[config.mk]
export PLATFORM = sky130hd
export DESIGN_NAME = maze_wall_map_flood_fill
export DESIGN_NICKNAME = d
export VERILOG_FILES = /design/src/rtl/mwmff_pkg.sv /design/src/rtl/maze_wall_map_flood_fill.sv
export SDC_FILE = /design/constraint.sdc
export NUM_CORES = 2
export LEC_CHECK = 0
export BUFFER_PORTS_ARGS = -buffer_cell sky130_fd_sc_hd__buf_4
export CAP_MARGIN = 0
export CORE_MARGIN = 1.5
export CORE_UTILIZATION = 46
export CTS_CLUSTER_DIAMETER = 30
export DETAILED_ROUTE_END_ITERATION = 6
export PLACE_DENSITY = 0.59
export SYNTH_ARGS = -nofsm -noshare
export SYNTH_HDL_FRONTEND = slang
export SYNTH_SLANG_ARGS = --single-unit
[constraint.sdc]
create_clock -name clk_i -period 42.7 [get_ports clk_i]
set_clock_uncertainty 0.2 [all_clocks]
set_input_delay 8.54 -clock clk_i [delete_from_list [all_inputs] [get_ports clk_i]]
set_output_delay 8.54 -clock clk_i [all_outputs]
set_load 0.05 [all_outputs]
[src/rtl/mwmff_pkg.sv]
// ----------------------------------------------------------------------------
// mwmff_pkg
// Shared types and constants for the maze wall map flood fill block.
// ----------------------------------------------------------------------------
package mwmff_pkg;

  localparam int unsigned MazeWidth  = 16;
  localparam int unsigned MazeHeight = 16;
  localparam int unsigned Cells      = 256;
  localparam int unsigned AddrW      = 8;

  localparam logic [7:0] DistNone = 8'd255;
  localparam logic [3:0] CentreLo = 4'd7;
  localparam logic [3:0] CentreHi = 4'd8;

  localparam logic [1:0] DirN = 2'd0;
  localparam logic [1:0] DirE = 2'd1;
  localparam logic [1:0] DirS = 2'd2;
  localparam logic [1:0] DirW = 2'd3;

  typedef enum logic [1:0] {
    OP_READ    = 2'd0,
    OP_OBSERVE = 2'd1,
    OP_FLOOD   = 2'd2,
    OP_CLEAR   = 2'd3
  } op_e;

  typedef enum logic [0:0] {
    REG_GOAL_X = 1'b0,
    REG_GOAL_Y = 1'b1
  } reg_e;

  typedef enum logic [3:0] {
    ST_IDLE,
    ST_CLEAR,
    ST_OBS_RD,
    ST_OBS_WR,
    ST_MIR_RD,
    ST_MIR_WR,
    ST_FL_INIT,
    ST_FL_SEED,
    ST_CELL_RD,
    ST_NB_RD,
    ST_NB_CHK,
    ST_RES_RD,
    ST_RES,
    ST_OUT
  } state_e;

  function automatic logic [4:0] reset_walls(logic [3:0] x, logic [3:0] y);
    logic [4:0] w;
    w = 5'd0;
    if (y == 4'(MazeHeight - 1)) w[DirN] = 1'b1;
    if (x == 4'(MazeWidth - 1))  w[DirE] = 1'b1;
    if (y == 4'd0)               w[DirS] = 1'b1;
    if (x == 4'd0)               w[DirW] = 1'b1;
    return w;
  endfunction

endpackage

[src/rtl/maze_wall_map_flood_fill.sv]
// ----------------------------------------------------------------------------
// maze_wall_map_flood_fill
// Wall map and flood fill distance map of a 16x16 maze, sequenced over
// one shared read address.
// ----------------------------------------------------------------------------
// channel   dir  fields
// s_axis    in   tdata: operation,cell_x,cell_y,heading,wall_front,wall_right,
//                wall_left,dest_x,dest_y,speed_run
// m_axis    out  tdata: cell_in_grid,cell_walls,cell_distance
// apb       in   goal_x at 0x0, goal_y at 0x4
// Read returns one cell. Observe reads, writes and mirrors the cell's walls. Clear
// rewrites every cell. Flood loads the seeds, then sweeps all 256 cells, skipping
// unreached ones, until a sweep changes nothing, then reads the result.
// Reset clears the maps by a pass over every cell before the first word is taken.
// A result waits in the output register while the next word is taken; the
// sequencer holds in its last state until that register is free.
// ----------------------------------------------------------------------------
module maze_wall_map_flood_fill import mwmff_pkg::*; (
  input  logic        clk_i,
  input  logic        rst_ni,
  input  logic        s_axis_tvalid,
  output logic        s_axis_tready,
  // [1:0] operation [5:2] cell_x [9:6] cell_y [11:10] heading [12] wall_front
  // [13] wall_right [14] wall_left [18:15] dest_x [22:19] dest_y
  // [23] speed_run
  input  logic [23:0] s_axis_tdata,
  output logic        m_axis_tvalid,
  input  logic        m_axis_tready,
  // [0] cell_in_grid [5:1] cell_walls [13:6] cell_distance [15:14] zero
  output logic [15:0] m_axis_tdata,
  input  logic        psel,
  input  logic        penable,
  input  logic        pwrite,
  input  logic [2:0]  paddr,
  input  logic [31:0] pwdata,
  output logic [31:0] prdata,
  output logic        pready
);

  logic [4:0] wall_mem [Cells];
  logic [7:0] dist_mem [Cells];

  state_e     state_q, state_d;
  logic [3:0] gx_q, gy_q;
  logic [23:0] item_q;
  logic [AddrW:0] cnt_q, cnt_d;
  logic [1:0] dir_q, dir_d;
  logic [4:0] here_w_q, here_w_d;
  logic [7:0] here_d_q, here_d_d;
  logic       chg_q, chg_d;
  logic [15:0] out_q;
  logic       ovalid_q;
  logic       out_load;

  logic       w_we, d_we;
  logic [AddrW-1:0] w_wa, d_wa, ra;
  logic [4:0] w_wd, w_rd_q;
  logic [7:0] d_wd, d_rd_q;

  op_e        op;
  logic [3:0] cx, cy, tx, ty;
  logic [1:0] hd;
  logic       spd;
  logic [3:0] nx, ny;
  logic       nb_ok;
  logic       centre;
  logic [7:0] nd;

  assign op  = op_e'(item_q[1:0]);
  assign cx  = item_q[5:2];
  assign cy  = item_q[9:6];
  assign hd  = item_q[11:10];
  assign tx  = item_q[18:15];
  assign ty  = item_q[22:19];
  assign spd = item_q[23];
  assign centre = (gx_q == CentreLo) && (gy_q == CentreLo) &&
                  ((tx == CentreLo) || (tx == CentreHi)) &&
                  ((ty == CentreLo) || (ty == CentreHi));
  assign nd = here_d_q + 8'd1;
  assign out_load = (state_q == ST_OUT) && (!ovalid_q || m_axis_tready);

  logic [3:0] ux, uy;
  assign ux = (state_q inside {ST_MIR_RD, ST_MIR_WR}) ? cx : cnt_q[3:0];
  assign uy = (state_q inside {ST_MIR_RD, ST_MIR_WR}) ? cy : cnt_q[7:4];

  always_comb begin
    nx = ux;
    ny = uy;
    nb_ok = 1'b1;
    case (dir_q)
      DirN: begin ny = uy + 4'd1; nb_ok = (uy != 4'(MazeHeight - 1)); end
      DirE: begin nx = ux + 4'd1; nb_ok = (ux != 4'(MazeWidth - 1)); end
      DirS: begin ny = uy - 4'd1; nb_ok = (uy != 4'd0); end
      default: begin nx = ux - 4'd1; nb_ok = (ux != 4'd0); end
    endcase
  end

  assign pready = 1'b1;
  always_comb begin
    prdata = 32'd0;
    if (paddr[2]) prdata[3:0] = gy_q;
    else prdata[3:0] = gx_q;
  end

  always_ff @(posedge clk_i or negedge rst_ni) begin
    if (!rst_ni) begin
      gx_q <= 4'd7;
      gy_q <= 4'd7;
    end else if (psel && penable && pwrite) begin
      if (reg_e'(paddr[2]) == REG_GOAL_X) gx_q <= pwdata[3:0];
      else gy_q <= pwdata[3:0];
    end
  end

  always_ff @(posedge clk_i) begin
    if (w_we) wall_mem[w_wa] <= w_wd;
    if (d_we) dist_mem[d_wa] <= d_wd;
    w_rd_q <= wall_mem[ra];
    d_rd_q <= dist_mem[ra];
  end

  always_comb begin
    state_d = state_q;
    cnt_d = cnt_q;
    dir_d = dir_q;
    here_w_d = here_w_q;
    here_d_d = here_d_q;
    chg_d = chg_q;
    unique case (state_q)
      ST_IDLE: begin
        if (s_axis_tvalid) begin
          cnt_d = '0;
          dir_d = DirN;
          unique case (op_e'(s_axis_tdata[1:0]))
            OP_READ:    state_d = ST_RES_RD;
            OP_OBSERVE: state_d = ST_OBS_RD;
            OP_FLOOD:   state_d = ST_FL_INIT;
            default:    state_d = ST_CLEAR;
          endcase
        end
      end
      ST_CLEAR: begin
        cnt_d = cnt_q + 1'b1;
        if (cnt_q == (AddrW+1)'(Cells - 1)) state_d = (op == OP_CLEAR) ? ST_RES_RD : ST_IDLE;
      end
      ST_OBS_RD: state_d = ST_OBS_WR;
      ST_OBS_WR: begin
        here_w_d = w_rd_q | 5'b10000;
        if (item_q[12]) here_w_d[hd] = 1'b1;
        if (item_q[13]) here_w_d[hd + 2'd1] = 1'b1;
        if (item_q[14]) here_w_d[hd + 2'd3] = 1'b1;
        dir_d = DirN;
        state_d = ST_MIR_RD;
      end
      ST_MIR_RD: state_d = ST_MIR_WR;
      ST_MIR_WR: begin
        dir_d = dir_q + 2'd1;
        if (dir_q == DirW) state_d = ST_RES_RD;
        else state_d = ST_MIR_RD;
      end
      ST_FL_INIT: begin
        cnt_d = cnt_q + 1'b1;
        if (cnt_q == (AddrW+1)'(Cells - 1)) state_d = ST_FL_SEED;
      end
      ST_FL_SEED: begin
        cnt_d = '0;
        chg_d = 1'b0;
        state_d = ST_CELL_RD;
      end
      ST_CELL_RD: begin
        cnt_d = cnt_q;
        state_d = ST_NB_RD;
        dir_d = DirN;
      end
      ST_NB_RD: begin
        if (dir_q == DirN) begin
          here_w_d = w_rd_q;
          here_d_d = d_rd_q;
        end
        if ((dir_q == DirN && d_rd_q == DistNone) ||
            (dir_q != DirN && here_d_q == DistNone)) begin
          cnt_d = cnt_q + 1'b1;
          if (cnt_q == (AddrW+1)'(Cells - 1)) begin
            cnt_d = '0;
            state_d = chg_q ? ST_FL_SEED : ST_RES_RD;
            chg_d = 1'b0;
            if (chg_q) state_d = ST_CELL_RD;
          end else state_d = ST_CELL_RD;
        end else state_d = ST_NB_CHK;
      end
      ST_NB_CHK: begin
        if (!here_w_q[dir_q] && nb_ok && !(spd && !w_rd_q[4]) && d_rd_q > nd)
          chg_d = 1'b1;
        dir_d = dir_q + 2'd1;
        if (dir_q == DirW) begin
          cnt_d = cnt_q + 1'b1;
          if (cnt_q == (AddrW+1)'(Cells - 1)) begin
            cnt_d = '0;
            if (chg_d) begin
              chg_d = 1'b0;
              state_d = ST_CELL_RD;
            end else state_d = ST_RES_RD;
          end else state_d = ST_CELL_RD;
        end else state_d = ST_NB_RD;
      end
      ST_RES_RD: state_d = ST_RES;
      ST_RES:    state_d = ST_OUT;
      ST_OUT: begin
        if (!ovalid_q || m_axis_tready) state_d = ST_IDLE;
      end
      default:   state_d = ST_IDLE;
    endcase
  end

  always_comb begin
    w_we = 1'b0;
    d_we = 1'b0;
    w_wa = cnt_q[AddrW-1:0];
    d_wa = cnt_q[AddrW-1:0];
    w_wd = reset_walls(cnt_q[3:0], cnt_q[7:4]);
    d_wd = DistNone;
    ra   = {cy, cx};
    unique case (state_q)
      ST_CLEAR: begin
        w_we = 1'b1;
        d_we = 1'b1;
      end
      ST_OBS_WR: begin
        w_we = 1'b1;
        w_wa = {cy, cx};
        w_wd = here_w_d;
      end
      ST_MIR_RD: ra = {ny, nx};
      ST_MIR_WR: begin
        w_wa = {ny, nx};
        w_wd = w_rd_q | (5'd1 << (dir_q + 2'd2));
        w_we = here_w_q[dir_q] && nb_ok;
      end
      ST_FL_INIT: begin
        d_we = 1'b1;
        if (centre) begin
          if ((cnt_q[3:0] == CentreLo || cnt_q[3:0] == CentreHi) &&
              (cnt_q[7:4] == CentreLo || cnt_q[7:4] == CentreHi)) d_wd = 8'd0;
        end else if (cnt_q[3:0] == tx && cnt_q[7:4] == ty) d_wd = 8'd0;
      end
      ST_CELL_RD: ra = cnt_q[AddrW-1:0];
      ST_NB_RD: ra = {ny, nx};
      ST_NB_CHK: begin
        d_wa = {ny, nx};
        d_wd = nd;
        d_we = !here_w_q[dir_q] && nb_ok && !(spd && !w_rd_q[4]) && d_rd_q > nd;
        ra = {ny, nx};
      end
      default: ;
    endcase
  end

  always_ff @(posedge clk_i or negedge rst_ni) begin
    if (!rst_ni) begin
      state_q  <= ST_CLEAR;
      cnt_q    <= '0;
      dir_q    <= DirN;
      chg_q    <= 1'b0;
      ovalid_q <= 1'b0;
      item_q   <= 24'd0;
    end else begin
      state_q <= state_d;
      cnt_q   <= cnt_d;
      dir_q   <= dir_d;
      chg_q   <= chg_d;
      if (state_q == ST_IDLE && s_axis_tvalid) item_q <= s_axis_tdata;
      if (out_load) ovalid_q <= 1'b1;
      else if (m_axis_tready) ovalid_q <= 1'b0;
    end
  end

  always_ff @(posedge clk_i) begin
    here_w_q <= here_w_d;
    here_d_q <= here_d_d;
    if (out_load) out_q <= {2'b00, d_rd_q, w_rd_q, 1'b1};
  end

  assign s_axis_tready = (state_q == ST_IDLE);
  assign m_axis_tvalid = ovalid_q;
  assign m_axis_tdata  = out_q;

endmodule

### Word level (Yosys, flattened, before mapping)

Memory sizes are Yosys's and may differ from the RTL's. A register that Yosys moved wholly into a read port is not among the register bits.
Cells that the tools add are included.

| operators by class | value |
|---|---|
| shift operators | 1 |
| muxes and demuxes | 69 |
| order comparisons | 8 |
| eq/ne operators | 45 |
| $add $sub $neg | 10 |
| bitwise logic cells | 5 |
| reduce and logical (&&, ||, !) cells | 55 |

Operators with widths:

| operator | number |
|---|---|
| one-hot mux 4 bit (14 select lines) | 1 |
| two-way mux 4 bit | 13 |
| == test 4 bit, second input constant | 12 |
| one-hot mux 8 bit (2 select lines) | 3 |
| one-hot mux 9 bit (5 select lines) | 1 |
| == test 4 x 3 -> 1 bit, second input constant | 10 |
| two-way mux 9 bit | 4 |
| two-way mux 8 bit | 4 |
| two-way mux 5 bit | 6 |
| two-way mux 1 bit | 20 |
| one-hot mux 5 bit (2 select lines) | 2 |
| logical AND 1 bit | 19 |
| == test 8 bit, second input constant | 2 |
| < comparator 2 x 4 -> 1 bit, second input constant | 4 |
| one-hot mux 4 bit (2 select lines) | 2 |
| OR 5 x 4 -> 5 bit | 3 |
| zero test 4 bit | 3 |
| inequality test 2 bit, second input constant | 6 |
| one-hot mux 4 bit (3 select lines) | 1 |
| OR reduction 2 bit | 5 |
| adder 9 x 1 -> 9 bit, second input constant | 1 |
| == test 9 x 8 -> 1 bit, second input constant | 1 |
| adder 4 x 1 -> 4 bit, second input constant | 2 |
| adder 8 x 1 -> 8 bit, second input constant | 1 |
| 32 further kinds | 67 |

| word-level totals | value |
|---|---|
| input port bits | 66 |
| memories kept | 2 |
| flip-flop bits (word level) | 75 |
| bits in writable memories | 3,328 |
| output and inout bits | 51 |
| word-level logic and storage cells | 206 |

Memories:

| memory | words | width | read ports | clocked after Yosys merged registers in | write ports | RTL line | RTL |
|---|---|---|---|---|---|---|---|
| dist_mem | 256 | 8 | 1 | 1 | 1 | maze_wall_map_flood_fill.sv:41 | `logic [7:0] dist_mem [Cells];` |
| wall_mem | 256 | 5 | 1 | 1 | 1 | maze_wall_map_flood_fill.sv:40 | `logic [4:0] wall_mem [Cells];` |

### Logic depth before layout (Yosys ltp)

| logic depth | value |
|---|---|
| word-level depth | 14 |
| mapped depth | 20 |
| mapped depth without buffers | 14 |

### Worst setup path after synthesis

Ideal clock, no wire load.

| timing | value |
|---|---|
| kind | input port to output port |
| from | input paddr[2] |
| to | output prdata[0] |
| data arrival time | 8.974 ns |
| required time | 33.960 ns |
| stages on the path | 1 |
| setup slack | 24.986 ns |
| path buffers | 0 |
| cell sequence | mux2_2 |

| on the way | value |
|---|---|
| word-level cells in the longest chain between the ends | 1 |

RTL lines:

| item | RTL line | RTL |
|---|---|---|
| start: declaration | maze_wall_map_flood_fill.sv:34 | `input logic [2:0] paddr,` |
| two-way mux 4 bit | maze_wall_map_flood_fill.sv:101 | `if (paddr[2]) prdata[3:0] = gy_q;` |
| end: declaration | maze_wall_map_flood_fill.sv:36 | `output logic [31:0] prdata,` |

No other way between the ends.

### Worst setup path after layout

| timing | value |
|---|---|
| from | input paddr[2] |
| to | output prdata[2] |

The elaborated chain is that of the path after synthesis.

==> results.tsv <==
stage	metric	value	unit
placed_design	GP Congestion	0.877	
routing	wire length per cell	26.5	um
run_status	status	complete, no violations	
synthesis	Seq cells post-synth	3415	
floorplan	Die Wd	551	um
final_layout	share of cells above drive strength 1	0.124	
critical_path	WP data required	33960	ps
routing	routed vias	84600	
grt	antenna violations before repair	25	
final_layout	area delta synth->final	17.8	%
synthesis	Post-Syn Area	138000	um2
floorplan	Die ar.	304000	um2
timing	slew margin rel.	0.0999	
clock_network	Post-CTS Setup Bufs	0	
pwr	LEAKAGE	58.6	nW
placed_design	DP Wirelength	219	mm
synthesis	Distinct cells, synth	78	
clock_network	H-tree levels	6	
timing	final setup violation count	0	
clock_network	# hold bufs at CTS	0	
timing	Max Slew Vio Count	0	
timing	slew at the pin closest to its max-slew limit	1350	ps
routing	DR vias/cell	5.92	
clock_network	CTS Root Cell	clkbuf_16	
worst_hold_path	type of the tightest min-delay check	flop to flop	
floorplan	row count	201	
timing	Min Hold Slack	286	ps
pwr	Net Sw Power	5.66	mW
clock_network	worst skew pair latency	930	ps
routing	WL final	378	mm
clock_network	Max Root-Sink Buffers	4	
critical_path	worst r2r path cells	17	
pwr	Pwr Total	14.3	mW
clock_network	Clock transition at path regs	50	ps
placed_design	Port-buffer cells	54	
run	number of max-cap violations	0	
final_layout	fin area	163000	um2
clock_network	CTS Buf Count	595	
critical_path	Critical Path Start Type	input port	
worst_hold_path	hold path startpoint	item_q[0]$_DFFE_PN0P_	
synthesis	top_reg_cell synth	edfxtp_1	
routing	Detailed Route Iter0 Violations	9778	
routing	First-pass DRT Iterations	6	
synthesis	YS warnings	0	
floorplan	CORE AREA	300000	um2
synthesis	asr flop ratio synth	0.0143	
critical_path	critical path fanouts, max	6	
pwr	Pwr Density	88.0	nW/um2
critical_path	Crit. End Element	output port	
clock_network	clk sinks	3415	
pwr	Sequential Power Share	0.282	
critical_path	reg2reg start	state_q[1]$_DFFE_PN0P_	
timing	final critical-path setup slack	24770	ps
floorplan	IO Count	117	
synthesis	syn avg cell area	14.3	um2
synthesis	cells after synthesis	9683	
worst_hold_path	hold path cells	2	
critical_path	WP data arrival	9190	ps
timing	Final Hold Viols	0	
clock_network	CTS tree	built	
critical_path	reg2reg setup slack	33290	ps
grt	largest net degree at the start of global routing	204	
timing	Setup TNS Final	0	ps
placed_design	Place WS	24760	ps
floorplan	die height	551	um
timing	minimum clock period	17930	ps
routing	DRC	0	
final_layout	nets	9931	
timing	Highest Clock Rate	55.8	MHz
pwr	sw frac	0.395	
floorplan	initial core utilization	0.462	
timing	Final Cycle Share	0.420	
routing	Final ANT Viol Nets	0	
grt	GRT Util Overall	0.244	
pwr	Clk network pwr share	0.330	
grt	GRT overflow	0	
pwr	Internal Power	8.66	mW
synthesis	Post-synth EDFFs	3349	
critical_path	worst flop-to-flop path endpoint	w_rd_q[3]$_DFF_P_	
grt	number of global-route vias before repair	82200	
critical_path	critical path class	input port to output port	
pwr	combinational power share	0.388	
synthesis	post-synthesis sequential area ratio	0.739	
final_layout	fillcell total	23700	
worst_hold_path	Min-Delay Endpoint	item_q[0]$_DFFE_PN0P_	
clock_network	post_cts resized	0	
timing	RSZ-0062 raised after global routing	false	
pwr	VDD IR max	0.172	mV
grt	first-pass GRT wire length	549	mm
placed_design	placed cell area	143000	um2
-- logic make-up after synthesis --
group           count (synthesis)  synth area share
other cells                     2         0.0000543
compound gates               1786            0.0862
mux                           889            0.0653
fa+ha+maj                      26           0.00246
buf+inv                       726            0.0228
flops                        3415             0.739
xor+xnor                       22           0.00139
simple gates                 2817            0.0830
-- per-stage QoR --
stage / instances / util
6_report: 14300 / 0.544
2_1_floorplan: 9713 / -
4_1_cts: 14300 / 0.543
3_3_place_gp: 13200 / 0.476
5_1_grt: 14300 / 0.543
3_5_place_dp: 13200 / 0.476
-- cells in the final DEF, fill, tap and decap left out, drive strengths merged, types with 56 or more instances in the layout --
cell	instances
nand3	327
o22ai	247
nand2	1608
bufinv	77
a22oi	102
o211a	95
edfxtp	3349
inv	83
clkbuf	677
clkinvlp	56
clkinv	225
buf	225
a31oi	93
a211oi	109
a21oi	588
o21ai	146
mux2i	846
nor4	73
a32oi	210
nor2	683
-- worst max-delay path, stage by stage --
cell and delay, ps:
buf_4 120, mux2_2 340, buf_4 190
-- worst max-delay path by stage --
| stage | startpoint | end | slack (ps) | cells past startpoint |
|---|---|---|---|---|
| 2_1_floorplan | paddr[2] | prdata[0] | 24990 | 1 |
| 4_1_cts | paddr[2] | prdata[2] | 24760 | 3 |
| 3_5_place_dp | paddr[2] | prdata[2] | 24760 | 3 |
| 6_report | paddr[2] | prdata[2] | 24770 | 3 |
| 3_3_place_gp | paddr[2] | prdata[2] | 24780 | 3 |
| 5_1_grt | paddr[2] | prdata[2] | 24750 | 3 |
-- layer usage --
metal  track usage  share of wire  vias to the layer above  wire length, um
li1              -              -                    37400                -
met1         0.347           0.42                    42400           160000
met2         0.372           0.45                     3961           171000
met3        0.0480          0.088                      740            33400
met4        0.0941          0.036                        4            13500
met5             0       0.000063                        -               24
-- layout make-up --
class / instances / area (um2) / area share
sequential: 3415 / 102000 / 0.627
antenna: 7 / 17.5 / 0.000108
clock inverter: 411 / 4680 / 0.0288
multi-input combinational: 5572 / 33500 / 0.206
clock buffer: 677 / 15500 / 0.0952
tap: 3958 / 4950 / 0.0304
timing repair buffer: 225 / 1900 / 0.0117
inverter: 30 / 113 / 0.000692
-- synth_stat cells, types with 4 or more instances --
| cell type | count | area share |
|---|---|---|
| dfrtp_1 | 42 | 0.0076 |
| o221ai_1 | 14 | 0.00089 |
| mux2_2 | 36 | 0.0029 |
| o22a_1 | 6 | 0.00038 |
| nor2_1 | 682 | 0.019 |
| o22ai_1 | 247 | 0.011 |
| nand2b_1 | 11 | 0.00050 |
| a22o_1 | 47 | 0.0030 |
| mux4_2 | 7 | 0.0011 |
| ha_1 | 24 | 0.0022 |
| a32o_1 | 13 | 0.00094 |
| dfstp_2 | 7 | 0.0013 |
| nand4_1 | 11 | 0.00050 |
| o31ai_1 | 6 | 0.00033 |
| a21o_1 | 6 | 0.00033 |
| o32a_1 | 4 | 0.00029 |
| mux2i_1 | 846 | 0.061 |
| a22oi_1 | 101 | 0.0055 |
| o211a_1 | 95 | 0.0069 |
| buf_2 | 208 | 0.0075 |
| xnor2_1 | 17 | 0.0011 |
| inv_1 | 30 | 0.00081 |
| nand3_1 | 327 | 0.012 |
| a211oi_1 | 109 | 0.0059 |
| a311oi_1 | 15 | 0.00095 |
| buf_1 | 66 | 0.0018 |
| a2111oi_0 | 14 | 0.00089 |
| nor2b_1 | 19 | 0.00086 |
| dfxtp_1 | 17 | 0.0025 |
| a221oi_1 | 39 | 0.0025 |
| nor4b_1 | 4 | 0.00025 |
| nand2_1 | 1607 | 0.044 |
| and3_1 | 10 | 0.00045 |
| o211ai_1 | 5 | 0.00027 |
| nor3_1 | 39 | 0.0014 |
| clkbuf_1 | 378 | 0.010 |
| nor4_1 | 73 | 0.0033 |
| a32oi_1 | 210 | 0.013 |
| and2_1 | 21 | 0.00095 |
| a21oi_1 | 587 | 0.021 |
| xor2_1 | 5 | 0.00032 |
| o21ai_0 | 143 | 0.0052 |
| buf_4 | 43 | 0.0023 |
| edfxtp_1 | 3349 | 0.73 |
| a31oi_1 | 93 | 0.0042 |
-- registers in the layout (all words and copies together) (netlist names), 5 cells and up --
name,flops
dist_mem,2048
wall_mem,1280
item_q,24
m_axis_tdata,13
cnt_q,9
d_rd_q,8
here_d_q,8
w_rd_q,5
-- power by group through the flow --
| stage | sequential [mW] | combinational (mW) | clock (mW) |
|---|---|---|---|
| final | 4.04 | 5.55 | 4.73 |
| after global routing | 4.04 | 5.88 | 4.93 |
| after CTS | 4.04 | 5.49 | 4.77 |
| after detailed placement | 4.10 | 5.47 | 0 |
| after global placement | 4.10 | 5.40 | 0 |
| after floorplan | 4.21 | 3.52 | 0 |
No activity file was read; power rests on OpenSTA's default activity.
